File: src/design/exps_ram.sv
// exps_ram: generic single-write, single-read memory with registered read
// no dependencies
`timescale 1ns / 1ps

module exps_ram #(
  parameter int unsigned WIDTH = 8,
  parameter int unsigned DEPTH = 16,
  localparam int unsigned AW = (DEPTH > 1) ? $clog2(DEPTH) : 1
) (
  input  logic             clk_i,
  input  logic             we_i,
  input  logic [AW-1:0]    waddr_i,
  input  logic [WIDTH-1:0] wdata_i,
  input  logic             re_i,
  input  logic [AW-1:0]    raddr_i,
  output logic [WIDTH-1:0] rdata_o
);

  logic [WIDTH-1:0] mem_q [DEPTH];
  logic [WIDTH-1:0] rdata_q;

  always_ff @(posedge clk_i) begin
    if (we_i) begin
      mem_q[waddr_i] <= wdata_i;
    end
    if (re_i) begin
      rdata_q <= mem_q[raddr_i];
    end
  end

  assign rdata_o = rdata_q;

endmodule

File: config.mk
export PLATFORM = sky130hd
export DESIGN_NAME = exps_ram
export DESIGN_NICKNAME = d
export VERILOG_FILES = /design/src/design/exps_ram.sv
export SDC_FILE = /design/constraint.sdc
export NUM_CORES = 1
export LEC_CHECK = 0
export BUFFER_PORTS_ARGS = -buffer_cell sky130_fd_sc_hd__buf_2
export CAP_MARGIN = 20
export CORE_MARGIN = 4
export CORE_UTILIZATION = 35
export CTS_CLUSTER_DIAMETER = 120
export CTS_CLUSTER_SIZE = 16
export DETAILED_ROUTE_END_ITERATION = 8
export MAX_ROUTING_LAYER = met4
export PLACE_DENSITY = 0.47
export SLEW_MARGIN = 30
export SYNTH_ARGS = -nofsm -noshare
export SYNTH_HDL_FRONTEND = slang
export SYNTH_SLANG_ARGS = --single-unit
File: constraint.sdc
create_clock -name clk_i -period 2.8 [get_ports clk_i]
set_clock_uncertainty 0.05 [all_clocks]
set_input_delay 0.42 -clock clk_i [delete_from_list [all_inputs] [get_ports clk_i]]
set_output_delay 0.42 -clock clk_i [all_outputs]
set_load 0.01 [all_outputs]
==> reports/metrics.csv <==
metric,value,unit
Tcrit/Tclk final,65.89,%
slew margin rel.,52.11,%
final setup TNS,0,ns
"Seq/Total Area, Yosys",78.12,%
Min-Delay Path Class,input pin to flip-flop,
Setup Crit Path Kind,input pin to flip-flop,
Num CTS Buffers,17,
CTS sink cnt,136,
"Reg clk slew, reported paths",0.06,ns
multi-input logic area,1057,um^2
DRC viols,0,
Reg area,4084,um^2
via count,2455,
post-CTS sizing,0,
IO Count,27,
Layout Nets,302,
Yosys warning count,0,
routed vias/inst,5.115,
status,completed,
H-tree depth,4,
worst slack at placement,0.4990,ns
CTS tree,built,
GP Congestion,0.6844,
clock power share,47.1,%
"Slew Viols, Final",0,
CORE AREA,14590,um^2
GRT Total Usage,14.82,%
Avg Inst Size Synth,22.83,um^2
pwr dens,761.6,nW/um^2
Hold Crit Depth,1,
First DRT Iteration DRCs,184,
Pleak,2.107,nW
total grt overflow,0,
maximum net fanout on the critical path,17,
critical path's largest stage delay,0.56,ns
clk root buf,clkbuf_16,
layout cells sized above 1,30.07,%
final hold slack,0.3354,ns
post-placement cell area,5669,um^2
area grow syn2layout,19.82,%
CP startpoint,raddr_i[0],
Worst EP arrival,1.94,ns
VDD IR max,0.3509,mV
Syn Nets,248,
die area,16950,um^2
cts hold-fix bufs,0,
final worst slack,0.9550,ns
vias in the first global route,2656,
largest net degree at the start of global routing,20,
# setup viols final,0,
initial antenna violation count,0,
Die H,130.2,um
final hold vios,0,
Psw,0.9114,mW
Tightest Pin Transition,0.7158,ns
cells on worst reg2reg path,3,
"Distinct cells, synth",18,
Flop pwr share,48.4,%
Port Buffers,26,
Pre-antenna DRT Iters,4,
WL/cell,22.86,um
synthesized flop and latch total,136,
min cycle time layout,1.845,ns
Max Root-Sink Buffers,2,
final instance area,6264,um^2
Sw Share,19.11,%
final antenna-violating net count,0,
CP Capture Type,flip-flop,
# fillers,1273,
final wirelength,10.97,mm
Detailed Place HPWL,6.989,mm
Mapped Area,5228,um^2
"Clk Latency, worst-skew pair",0.41,ns
RSZ-0062 raised after global routing,false,
Initial Util,35.83,%
first-pass GRT wire length,16.75,mm
Comb pwr share,4.5,%
setup bufs post-CTS,0,
post-layout util,42.93,%
slowest CP cell,mux4_1,
# diodes,0,
"critical path, cell by cell","buf_2, buf_12, mux4_1, a22oi_1, nand2_1",
worst r2r src,mem_q[5][0],
WP data required,2.90,ns
Fmax achieved,542.0,MHz
Max-cap violations,0,
post-synthesis cell count,229,
FF-to-FF setup slack,1.21,ns
row cnt,44,
Int Power,3.859,mW
DIE WIDTH,130.2,um
Hold Path Origin,re_i,
startpoint types,input pin,
-- per-stage QoR --
step / power (mW) / instances
2_1_floorplan: 2.466 / 229
3_3_place_gp: 2.570 / 448
3_5_place_dp: 2.573 / 448
4_1_cts: 4.823 / 480
5_1_grt: 4.946 / 480
6_report: 4.770 / 480
-- cells in the mapped netlist (all sizes together) --
cell / number / area share [%]
nand3b: 2 / 0.29
nor3: 4 / 0.38
nand3: 1 / 0.096
buf: 7 / 1.1
or3b: 1 / 0.17
a22oi: 16 / 2.3
nor2b: 1 / 0.12
and2b: 1 / 0.14
nand2b: 2 / 0.24
nor2: 13 / 0.93
and2: 1 / 0.12
mux4: 32 / 15
clkdlybuf4s25: 3 / 0.57
edfxtp: 136 / 78
nand2: 9 / 0.65
-- critical path: cells and delay by family --
family	cells	cell delay, ns
buffers and inverters	2	0.56
muxes	1	0.56
AOI/OAI and AO/OA	1	0.26
and+or+nand+nor	1	0.12
-- power groups by stage --
| stage | registers (mW) | clock network [mW] | logic (mW) |
|---|---|---|---|
| 2_1_floorplan | 2.35 | 0 | 0.116 |
| 3_3_place_gp | 2.35 | 0 | 0.222 |
| 3_5_place_dp | 2.35 | 0 | 0.224 |
| 4_1_cts | 2.31 | 2.29 | 0.225 |
| 5_1_grt | 2.31 | 2.40 | 0.240 |
| 6_report | 2.31 | 2.25 | 0.217 |
-- worst paths after layout --
check | end
worst min-delay path | rdata_o[3]
worst max-delay path | rdata_o[0]
worst max register to register | rdata_o[0]
worst min register to register | rdata_o[6]
-- cells by family after synthesis --
family	count (synthesis)	share of synthesized area, %
multiplexers	32	14.79
AO/OA/AOI/OAI	16	2.298
flip-flops	136	78.12
buffers and inverters	10	1.651
AND/OR/NAND/NOR	35	3.136
-- state kept, by name (all words and copies together) (netlist names) --
signal,flops
mem_q,128
rdata_o,8
-- routing by layer --
layer	share of wire, %	track usage, %	vias up
li1	-	-	1091
met1	46	19.47	1275
met2	47	22.21	73
met3	4.6	3.643	16
met4	1.8	6.051	0
met5	0	-	-
-- area by class of cell --
class / count / area share [%]
tap: 184 / 3.676
sequential: 136 / 65.20
multi-input combinational: 83 / 16.88
timing repair buffer: 45 / 4.754
clock inverter: 11 / 2.457
clock buffer: 21 / 7.032
-- cells in the final DEF, fill, tap and decap left out --
cell type and instances:
mux4_2 18, buf_2 26, clkbuf_16 17, or3b_2 1
nand2b_1 2, clkinv_2 3, and2b_1 1, a22oi_1 16
nor3_1 4, edfxtp_1 136, clkinv_1 3, clkbuf_1 4
buf_4 17, buf_12 2, bufinv_16 4, nand3_1 1
nor2b_1 1, clkinvlp_4 1, and2_1 1, nand2_1 9
mux4_1 14, nor2_1 13, nand3b_1 2
(Power assumes the default switching activity.)
