`config.mk`:
```
export PLATFORM = sky130hd
export DESIGN_NAME = exps_div
export DESIGN_NICKNAME = d
export VERILOG_FILES = /design/src/design/exps_div.sv
export SDC_FILE = /design/constraint.sdc
export NUM_CORES = 1
export LEC_CHECK = 0
export ABC_AREA = 1
export ABC_CLOCK_PERIOD_IN_PS = 1900
export CORE_AREA = 10 10 91 73
export CTS_CLUSTER_DIAMETER = 100
export DETAILED_ROUTE_END_ITERATION = 10
export DIE_AREA = 0 0 101 83
export DONT_BUFFER_PORTS = 1
export PLACE_DENSITY = 0.6
export SYNTH_ARGS = -nofsm -noshare
export SYNTH_HDL_FRONTEND = slang
export SYNTH_SLANG_ARGS = --single-unit
```
`constraint.sdc`:
```
create_clock -name clk_i -period 1.9 [get_ports clk_i]
set_input_delay 0.095 -clock clk_i [delete_from_list [all_inputs] [get_ports clk_i]]
set_output_delay 0.095 -clock clk_i [all_outputs]
set_load 0.03 [all_outputs]
```
`src/design/exps_div.sv`:
```
// exps_div: restoring divider, one quotient bit per cycle
// no dependencies
`timescale 1ns / 1ps

module exps_div #(
  parameter int unsigned W = 11
) (
  input  logic         clk_i,
  input  logic         rst_ni,
  input  logic         start_i,
  input  logic [W-1:0] dividend_i,
  input  logic [W-1:0] divisor_i,
  output logic         done_o,
  output logic [W-1:0] quotient_o
);

  localparam int unsigned CW = $clog2(W + 1);

  logic          busy_q, busy_d;
  logic [CW-1:0] cnt_q, cnt_d;
  logic [W:0]    rem_q, rem_d;
  logic [W-1:0]  quo_q, quo_d;
  logic [W-1:0]  dvs_q, dvs_d;
  logic [W:0]    shifted;
  logic [W:0]    diff;

  assign shifted = {rem_q[W-1:0], quo_q[W-1]};
  assign diff    = shifted - {1'b0, dvs_q};

  always_comb begin
    busy_d = busy_q;
    cnt_d  = cnt_q;
    rem_d  = rem_q;
    quo_d  = quo_q;
    dvs_d  = dvs_q;
    if (start_i) begin
      busy_d = 1'b1;
      cnt_d  = CW'(W);
      rem_d  = '0;
      quo_d  = dividend_i;
      dvs_d  = divisor_i;
    end else if (busy_q) begin
      if (cnt_q == '0) begin
        busy_d = 1'b0;
      end else begin
        cnt_d = cnt_q - 1'b1;
        if (!diff[W]) begin
          rem_d = diff;
          quo_d = {quo_q[W-2:0], 1'b1};
        end else begin
          rem_d = shifted;
          quo_d = {quo_q[W-2:0], 1'b0};
        end
      end
    end
  end

  always_ff @(posedge clk_i or negedge rst_ni) begin
    if (!rst_ni) begin
      busy_q <= 1'b0;
      cnt_q  <= '0;
    end else begin
      busy_q <= busy_d;
      cnt_q  <= cnt_d;
    end
  end

  always_ff @(posedge clk_i) begin
    rem_q <= rem_d;
    quo_q <= quo_d;
    dvs_q <= dvs_d;
  end

  assign done_o     = busy_q && (cnt_q == '0);
  assign quotient_o = quo_q;

endmodule

```
==> results of run 1 <==
-- what timing repair did --
item,CTS,global route
endpoints found under the setup margin,1,12
buffers inserted,2,6
endpoints found under the hold margin,37,0
pin swaps,2,6
hold buffers,22,0
gates resized for setup,2,14
cloned,0,1
-- registers in the layout, indices dropped and copies added, names as in the netlist --
name,count
dvs_q,11
busy_q,1
rem_q,11
quotient_o,11
cnt_q,4
-- cells in the final DEF, fill, tap and decap left out, types with 2 or more instances in the layout --
cell type / count
nand3_2: 11
nand2_2: 21
buf_4: 21
o21ai_0: 2
xnor2_2: 2
edfxtp_1: 22
dlygate4sd3_1: 22
dfrtp_1: 5
inv_2: 5
dfxtp_1: 11
nand2_1: 93
a21oi_1: 7
clkbuf_8: 5
nand3b_1: 11
xor2_1: 2
nand2_8: 3
nor2_1: 14
inv_1: 39
nand3_1: 14
nand4_1: 2
ha_1: 11
-- cell type report --
class                   count  area, µm²  share of cell area, %
clock buffers               6       72.6                   2.46
clock inverters             2       8.76                  0.297
inverters                  45        171                   5.81
multi-input cells         202       1230                   41.6
flip-flops and latches     38       1010                   34.1
well taps                  60       75.1                   2.54
repair buffers             44        389                   13.2
-- routing by layer --
layer	wire, µm	track usage [%]	up-vias
li1	-	-	1009
met1	2690	18.7	865
met2	2580	18.8	51
met3	330	4.06	2
met4	23	2.39	0
met5	0	0	-
-- power breakdown --
part	leakage [µW]	switching (µW)	internal [µW]	total [µW]
combinational	0.00105	1140	869	2010
sequential	0.000371	168	1040	1200
clock	0.0000426	291	253	544
total	0.00147	1600	2160	3750
-- worst min path at each step --
stage                         end  slack (ps)  cells after the start
finish              quotient_o[1]           1                      2
global route        quotient_o[1]           7                      2
CTS                 quotient_o[1]         0.1                      2
detailed placement       cnt_q[3]        -200                      0
global placement         cnt_q[3]        -200                      0
floorplan                  busy_q        -200                      0
-- metrics by stage --
step	std cells	cell area, µm²	util (%)	setup WS, ps
final	397	2950	61.3	41.7
after global routing	397	2950	61.3	-74.3
after CTS	390	2810	58.4	-11.6
after detailed placement	358	2490	51.7	-15.1
after global placement	358	2490	51.7	-20.2
after floorplan	291	2370	-	2.57
-- logic make-up (layout without fill, tap and decap cells) --
family / after synthesis / count (layout)
AO/OA/AOI/OAI: 13 / 13
XOR/XNOR: 5 / 5
adder cells (fa/ha/maj): 13 / 13
buffers and inverters: 52 / 97
flip-flops: 38 / 38
AND/OR/NAND/NOR: 170 / 171
==> run metrics, run 1 <==
Final #Nets=374; Worst-path clk slew=around 80 ps; largest delay contributor family on the critical path=buffers and inverters; net count after synthesis=329; RSZ-0062 raised after global routing=true; LEAKAGE=roughly 0.0015 µW; I/O Pins=37; global-route wire length before repair=around 9000 µm; top-count cell post-synth=nand2_1; Compound-Gate Fraction of Synth Area=slightly above 3%; slew at the pin closest to its max-slew limit=918 ps; Worst EP arrival=2040 ps; pin count of the biggest net entering global routing=20; GRT overflow=0; Worst Setup Path Type=register to register; Sink Count=38; Crit. Startpoint=quotient_o[10]; # setup viols final=0; Critical Path Start Type=register; worst-path maximum fanout=3; pwr/cell area=around 1300 nW/µm²; Synth Area in XOR/XNOR=about 1.9%; Die Area=roughly 8400 µm²; FMAX=0.538 GHz; Routed WL per cell=approximately 14 µm; VDD IR-drop max=between 0.6 and 0.7 mV; Synth Cell Area=about 2400 µm²; CTS tree=yes; number of fillers in the final layout=between 400 and 500; Vias/cell=4.85; Post-Synthesis Cells=between 200 and 300; Pwr Total=3750 µW; Levels on crit path=11; syn avg cell area=between 8 and 9 µm²; adder-cell share of the synthesized area=a little over 7%; post-synthesis sequential area ratio=42.7%; Post-synth EDFFs=22; worst path cell trace=inv_2 > ha_4 > inv_4 > fa_2 > buf_4 > buf_4 > buf_4 > xnor2_2 > nand2_2 > nand3_2 > nand2_1; Post-Route WL=approximately 5600 µm; DRC errors left=0; Crit path top cell by count=buf_4; Rel. slew slack=between 30% and 40%; Antenna Cells=0; Hold Startpoint=dividend_i[1]; core area=between 4000 and 5000 µm²; max-slew violation count=0; Main synth FF type=edfxtp_1; Starting Density=48.9%; worst hold margin=1.38 ps; main combinational cell family by area after synthesis=simple AND/OR/NAND/NOR gates; Crit-path slowest cell=edfxtp_1; total number of vias=between 1.5k and 2k; initial antenna violation count=0; GP Congestion=0.891; worst r2r src=quotient_o[10]; Post-Synth Simple-Gate Area=between 30% and 40%; vias in the first global route=1,827; crit share post-route=97.8%; fraction of layout cells with a size suffix above 1=a little under a quarter; initial DRC count=100; Setup TNS=0 ps; multiplexer share of the synthesized area=0%; DIE HEIGHT=83 µm; worst skew pair latency=approximately 290 ps; ANT nets after route=0; Max-Cap Viols=0; H-tree Lvls=2; r2r endpoint=rem_q[2]; GR Util All Layers=about an eighth; Bufs and invs on worst path=5; Worst Setup EP=rem_q[2]; outcome=completed; Yosys cell types=29; # port buffers=0; synthesized flop and latch total=38; number of synthesis warnings=0; Crit path required time=2080 ps; clock root buffer=clkbuf_8; Post-Route Skew=8.74 ps; Crit. End Element=register; share of the synthesized area in the top cell type=around 28%; largest area contributor in the netlist=edfxtp_1; CTS max path bufs=2; cell count of the worst reg-to-reg path=11; Final Hold Viols=0; worst stage delay on the critical path=between 400 and 500 ps; die width=101 µm; Area contributors post-synth=edfxtp_1, nand2_1, dfxtp_1; Final Critical Period=1860 ps; total CTS buffers=5; Area Growth Syn to Fin=25.3%; DP Wirelength=just under 4000 µm; ys async rst share=13.2%; placement row count=22; Pre-antenna DRT Iters=4; most common library cells after synthesis=nand2_1, inv_1, edfxtp_1; r2r setup slk=between 40 and 50 ps; Hold Crit Class=input port to register
Power figures use the tool's default switching activity.
==> inputs of run 2 (changes only) <==
==> config.mk (replaced) <==
export PLATFORM = sky130hd
export DESIGN_NAME = exps_div
export DESIGN_NICKNAME = d
export VERILOG_FILES = /design/src/design/exps_div.sv
export SDC_FILE = /design/constraint.sdc
export NUM_CORES = 1
export LEC_CHECK = 0
export ABC_CLOCK_PERIOD_IN_PS = 1900
export CORE_AREA = 10 10 85 68
export CTS_CLUSTER_DIAMETER = 100
export DETAILED_ROUTE_END_ITERATION = 10
export DIE_AREA = 0 0 95 78
export DONT_BUFFER_PORTS = 1
export PLACE_DENSITY = 0.61
export SYNTH_ARGS = -nofsm -noshare
export SYNTH_HDL_FRONTEND = slang
export SYNTH_SLANG_ARGS = --single-unit
==> run 2 against run 1 <==
  * The flow now finishes with violations (negative setup slack)
  * Critical path depth unchanged
  * Clock power up 2%
  * Die area is 12% lower
  * Register-to-register slack got worse by 430 ps
  * Worst setup slack worse by 430 ps
  * Critical endpoint is now rem_q[10]
  * Worst hold slack gained 6.9 ps
  * Fmax decreased by 19%
  * Wire length decreased by 20%
  * Clock skew down 4.4 ps
  * Non-clock buffer count up 3
  * First-iteration DRC count rose by 14%
  * Flip-flop and latch count unchanged
==> run metrics, run 2 <==
Final Critical Period=roughly 2300 ps; Pwr Total=between 3000 and 4000 µW; final worst slack=-385 ps; DP Wirelength=~3200 µm; worst path cell trace=inv_1 > ha_1 > inv_1 > fa_2 > a21o_1 > a221oi_2 > buf_4 > o211ai_1 > a21oi_1 > xnor2_1 > a31oi_1; net count after synthesis=approximately 230; number of synthesis warnings=0; VDD IR-drop max=around 0.7 mV; Hold Crit Class=input port to register; outcome=finished, violations left; fraction of layout cells with a size suffix above 1=29.8%; Crit path required time=around 2100 ps; H-tree Lvls=2; Worst Setup Path Type=register to register; CTS max path bufs=2; GR Util All Layers=12.4%; RSZ-0062 raised after global routing=true; cell count of the worst reg-to-reg path=11; Die Area=~7400 µm²; Yosys cell types=37; Area Growth Syn to Fin=33.1%; syn avg cell area=10.6 µm²; placement row count=21; Final Hold Viols=0; Worst EP arrival=roughly 2500 ps; Synth Cell Area=between 2000 and 2500 µm²; global-route wire length before repair=about 7400 µm; Crit path top cell by count=inv_1; Post-Synthesis Cells=190; GP Congestion=~0.84; LEAKAGE=around 0.0011 µW; Post-Place Setup Slack=-368 ps; Final Core Density=between 60% and 70%; pin count of the biggest net entering global routing=between 40 and 50; clock root buffer=clkbuf_8; DRC errors left=0; commonest non-fill, non-tap cells in the layout=buf_4, edfxtp_1, nand2_1; worst-path maximum fanout=2; Routed WL per cell=15.2 µm; total CTS buffers=5; top-count cell post-synth=edfxtp_1; Main synth FF type=edfxtp_1; # port buffers=0; FMAX=0.438 GHz; Rel. slew slack=between 70 and 80%; synthesized flop and latch total=38; Worst-path clk slew=roughly 70 ps; Max-Cap Viols=0; I/O Pins=37; max-slew violation count=0; ys async rst share=13.2%; initial antenna violation count=0; CTS tree=yes; post-synthesis sequential area ratio=between 50 and 60%; most common cell after layout, fill and taps aside=buf_4; Worst Hold Endpoint=rem_q[7]; r2r endpoint=rem_q[10]; total number of vias=around 1.5k; largest delay contributor family on the critical path=compound AO/OA/AOI/OAI gates; core area=~4300 µm²; Post-synth EDFFs=22; Antenna Cells=0; hold depth=2; most common library cells after synthesis=edfxtp_1, nand2_1, inv_1; die width=between 90 and 100 µm; vias in the first global route=1,520; Pre-antenna DRT Iters=4; worst stage delay on the critical path=380 ps; slew at the pin closest to its max-slew limit=331 ps; Critical Path Start Type=register; Vias/cell=about 5.1; worst skew pair latency=about 280 ps; r2r setup slk=-390 ps; # setup viols final=12; Starting Density=a little under half; pwr/cell area=1350 nW/µm²; Crit. End Element=register; worst r2r src=quotient_o[10]; ANT nets after route=0; share of the synthesized area in the top cell type=between 30% and 40%; largest area contributor in the netlist=edfxtp_1; crit share post-route=120%; number of fillers in the final layout=approximately 360; Post-Route Skew=between 4 and 5 ps; failing checks=negative setup slack; Sink Count=38; Bufs and invs on worst path=3; Final #Nets=between 200 and 300; Area contributors post-synth=edfxtp_1, dfxtp_1, ha_1; Hold Startpoint=start_i; DIE HEIGHT=78 µm; initial DRC count=114; Crit-path slowest cell=edfxtp_1; Post-Route WL=4500 µm; GRT overflow=0
## run 2: cell types whose count changed in the layout (fill, tap and decap cells not counted), moves of 10 or more
cell	change
inv_1	-22
nand3_2	-11
nand2_1	-73
nand3b_1	-10
nand2_2	-21
mux2_2	+10
nand3_1	-10
## run 2: logic make-up (layout without fill, tap and decap cells)
| family | after synthesis | after routing | share of synthesized area [%] |
|---|---|---|---|
| muxes | 11 | 11 | 6.10 |
| and+or+nand+nor | 56 | 56 | 12.6 |
| AOI/OAI and AO/OA | 32 | 32 | 11.3 |
| buffers and inverters | 26 | 74 | 5.04 |
| xor gates and xnor gates | 14 | 14 | 6.47 |
| DFF | 38 | 38 | 50.0 |
| adders and majority gates | 13 | 13 | 8.46 |
## run 2: final cells by class
| class | count | area, µm² | area share [%] |
|---|---|---|---|
| Timing Repair Buffer | 47 | 412 | 15.4 |
| Multi-Input combinational cell | 126 | 1030 | 38.3 |
| Tap cell | 57 | 71.3 | 2.66 |
| Inverter | 19 | 71.3 | 2.66 |
| Clock buffer | 8 | 90.1 | 3.37 |
| Sequential cell | 38 | 1010 | 37.6 |
## run 2: where the power goes
part	total (µW)	switching (µW)	internal, µW	leakage, µW
sequential	1260	205	1050	0.000368
combinational	1810	813	992	0.000724
clock	554	258	296	0.0000455
## run 2: what timing repair did
action                                  CTS  global route
resized for setup                        11             6
setup buffers                             1             1
pin swaps                                 9             4
hold buffers                             13             1
endpoints found under the setup margin   12            13
hold endpoints to repair                 42            25
gates cloned                              1             0
## run 2: metal layers
layer | wire (µm) | GRT usage, % | up-vias
met3 | 229 | 3.65 | 4
met1 | 2000 | 15.5 | 702
met4 | 46 | 4.63 | 0
li1 | - | - | 765
met5 | 0 | 0 | -
met2 | 2220 | 19.8 | 34
## run 2: how the worst max path moves through the flow
stage	start	endpoint	slack [ps]	depth (start not counted)
floorplan	quotient_o[10]	rem_q[8]	-460	11
global placement	dvs_q[4]	rem_q[7]	-300	8
detailed placement	quotient_o[10]	rem_q[8]	-370	11
CTS	quotient_o[10]	rem_q[8]	-370	11
global route	quotient_o[10]	rem_q[8]	-500	11
finish	quotient_o[10]	rem_q[10]	-390	11
## run 2: through the flow
| step | std cells | area (µm²) | setup TNS (ps) | hold WS (ps) |
|---|---|---|---|---|
| after floorplan | 190 | 2020 | -2440 | -201 |
| after global placement | 270 | 2300 | -2760 | -200 |
| after detailed placement | 270 | 2300 | -3230 | -200 |
| after CTS | 293 | 2620 | -2610 | -131 |
| after global routing | 295 | 2680 | -4330 | 9.79 |
| final | 295 | 2680 | -2720 | 8.25 |
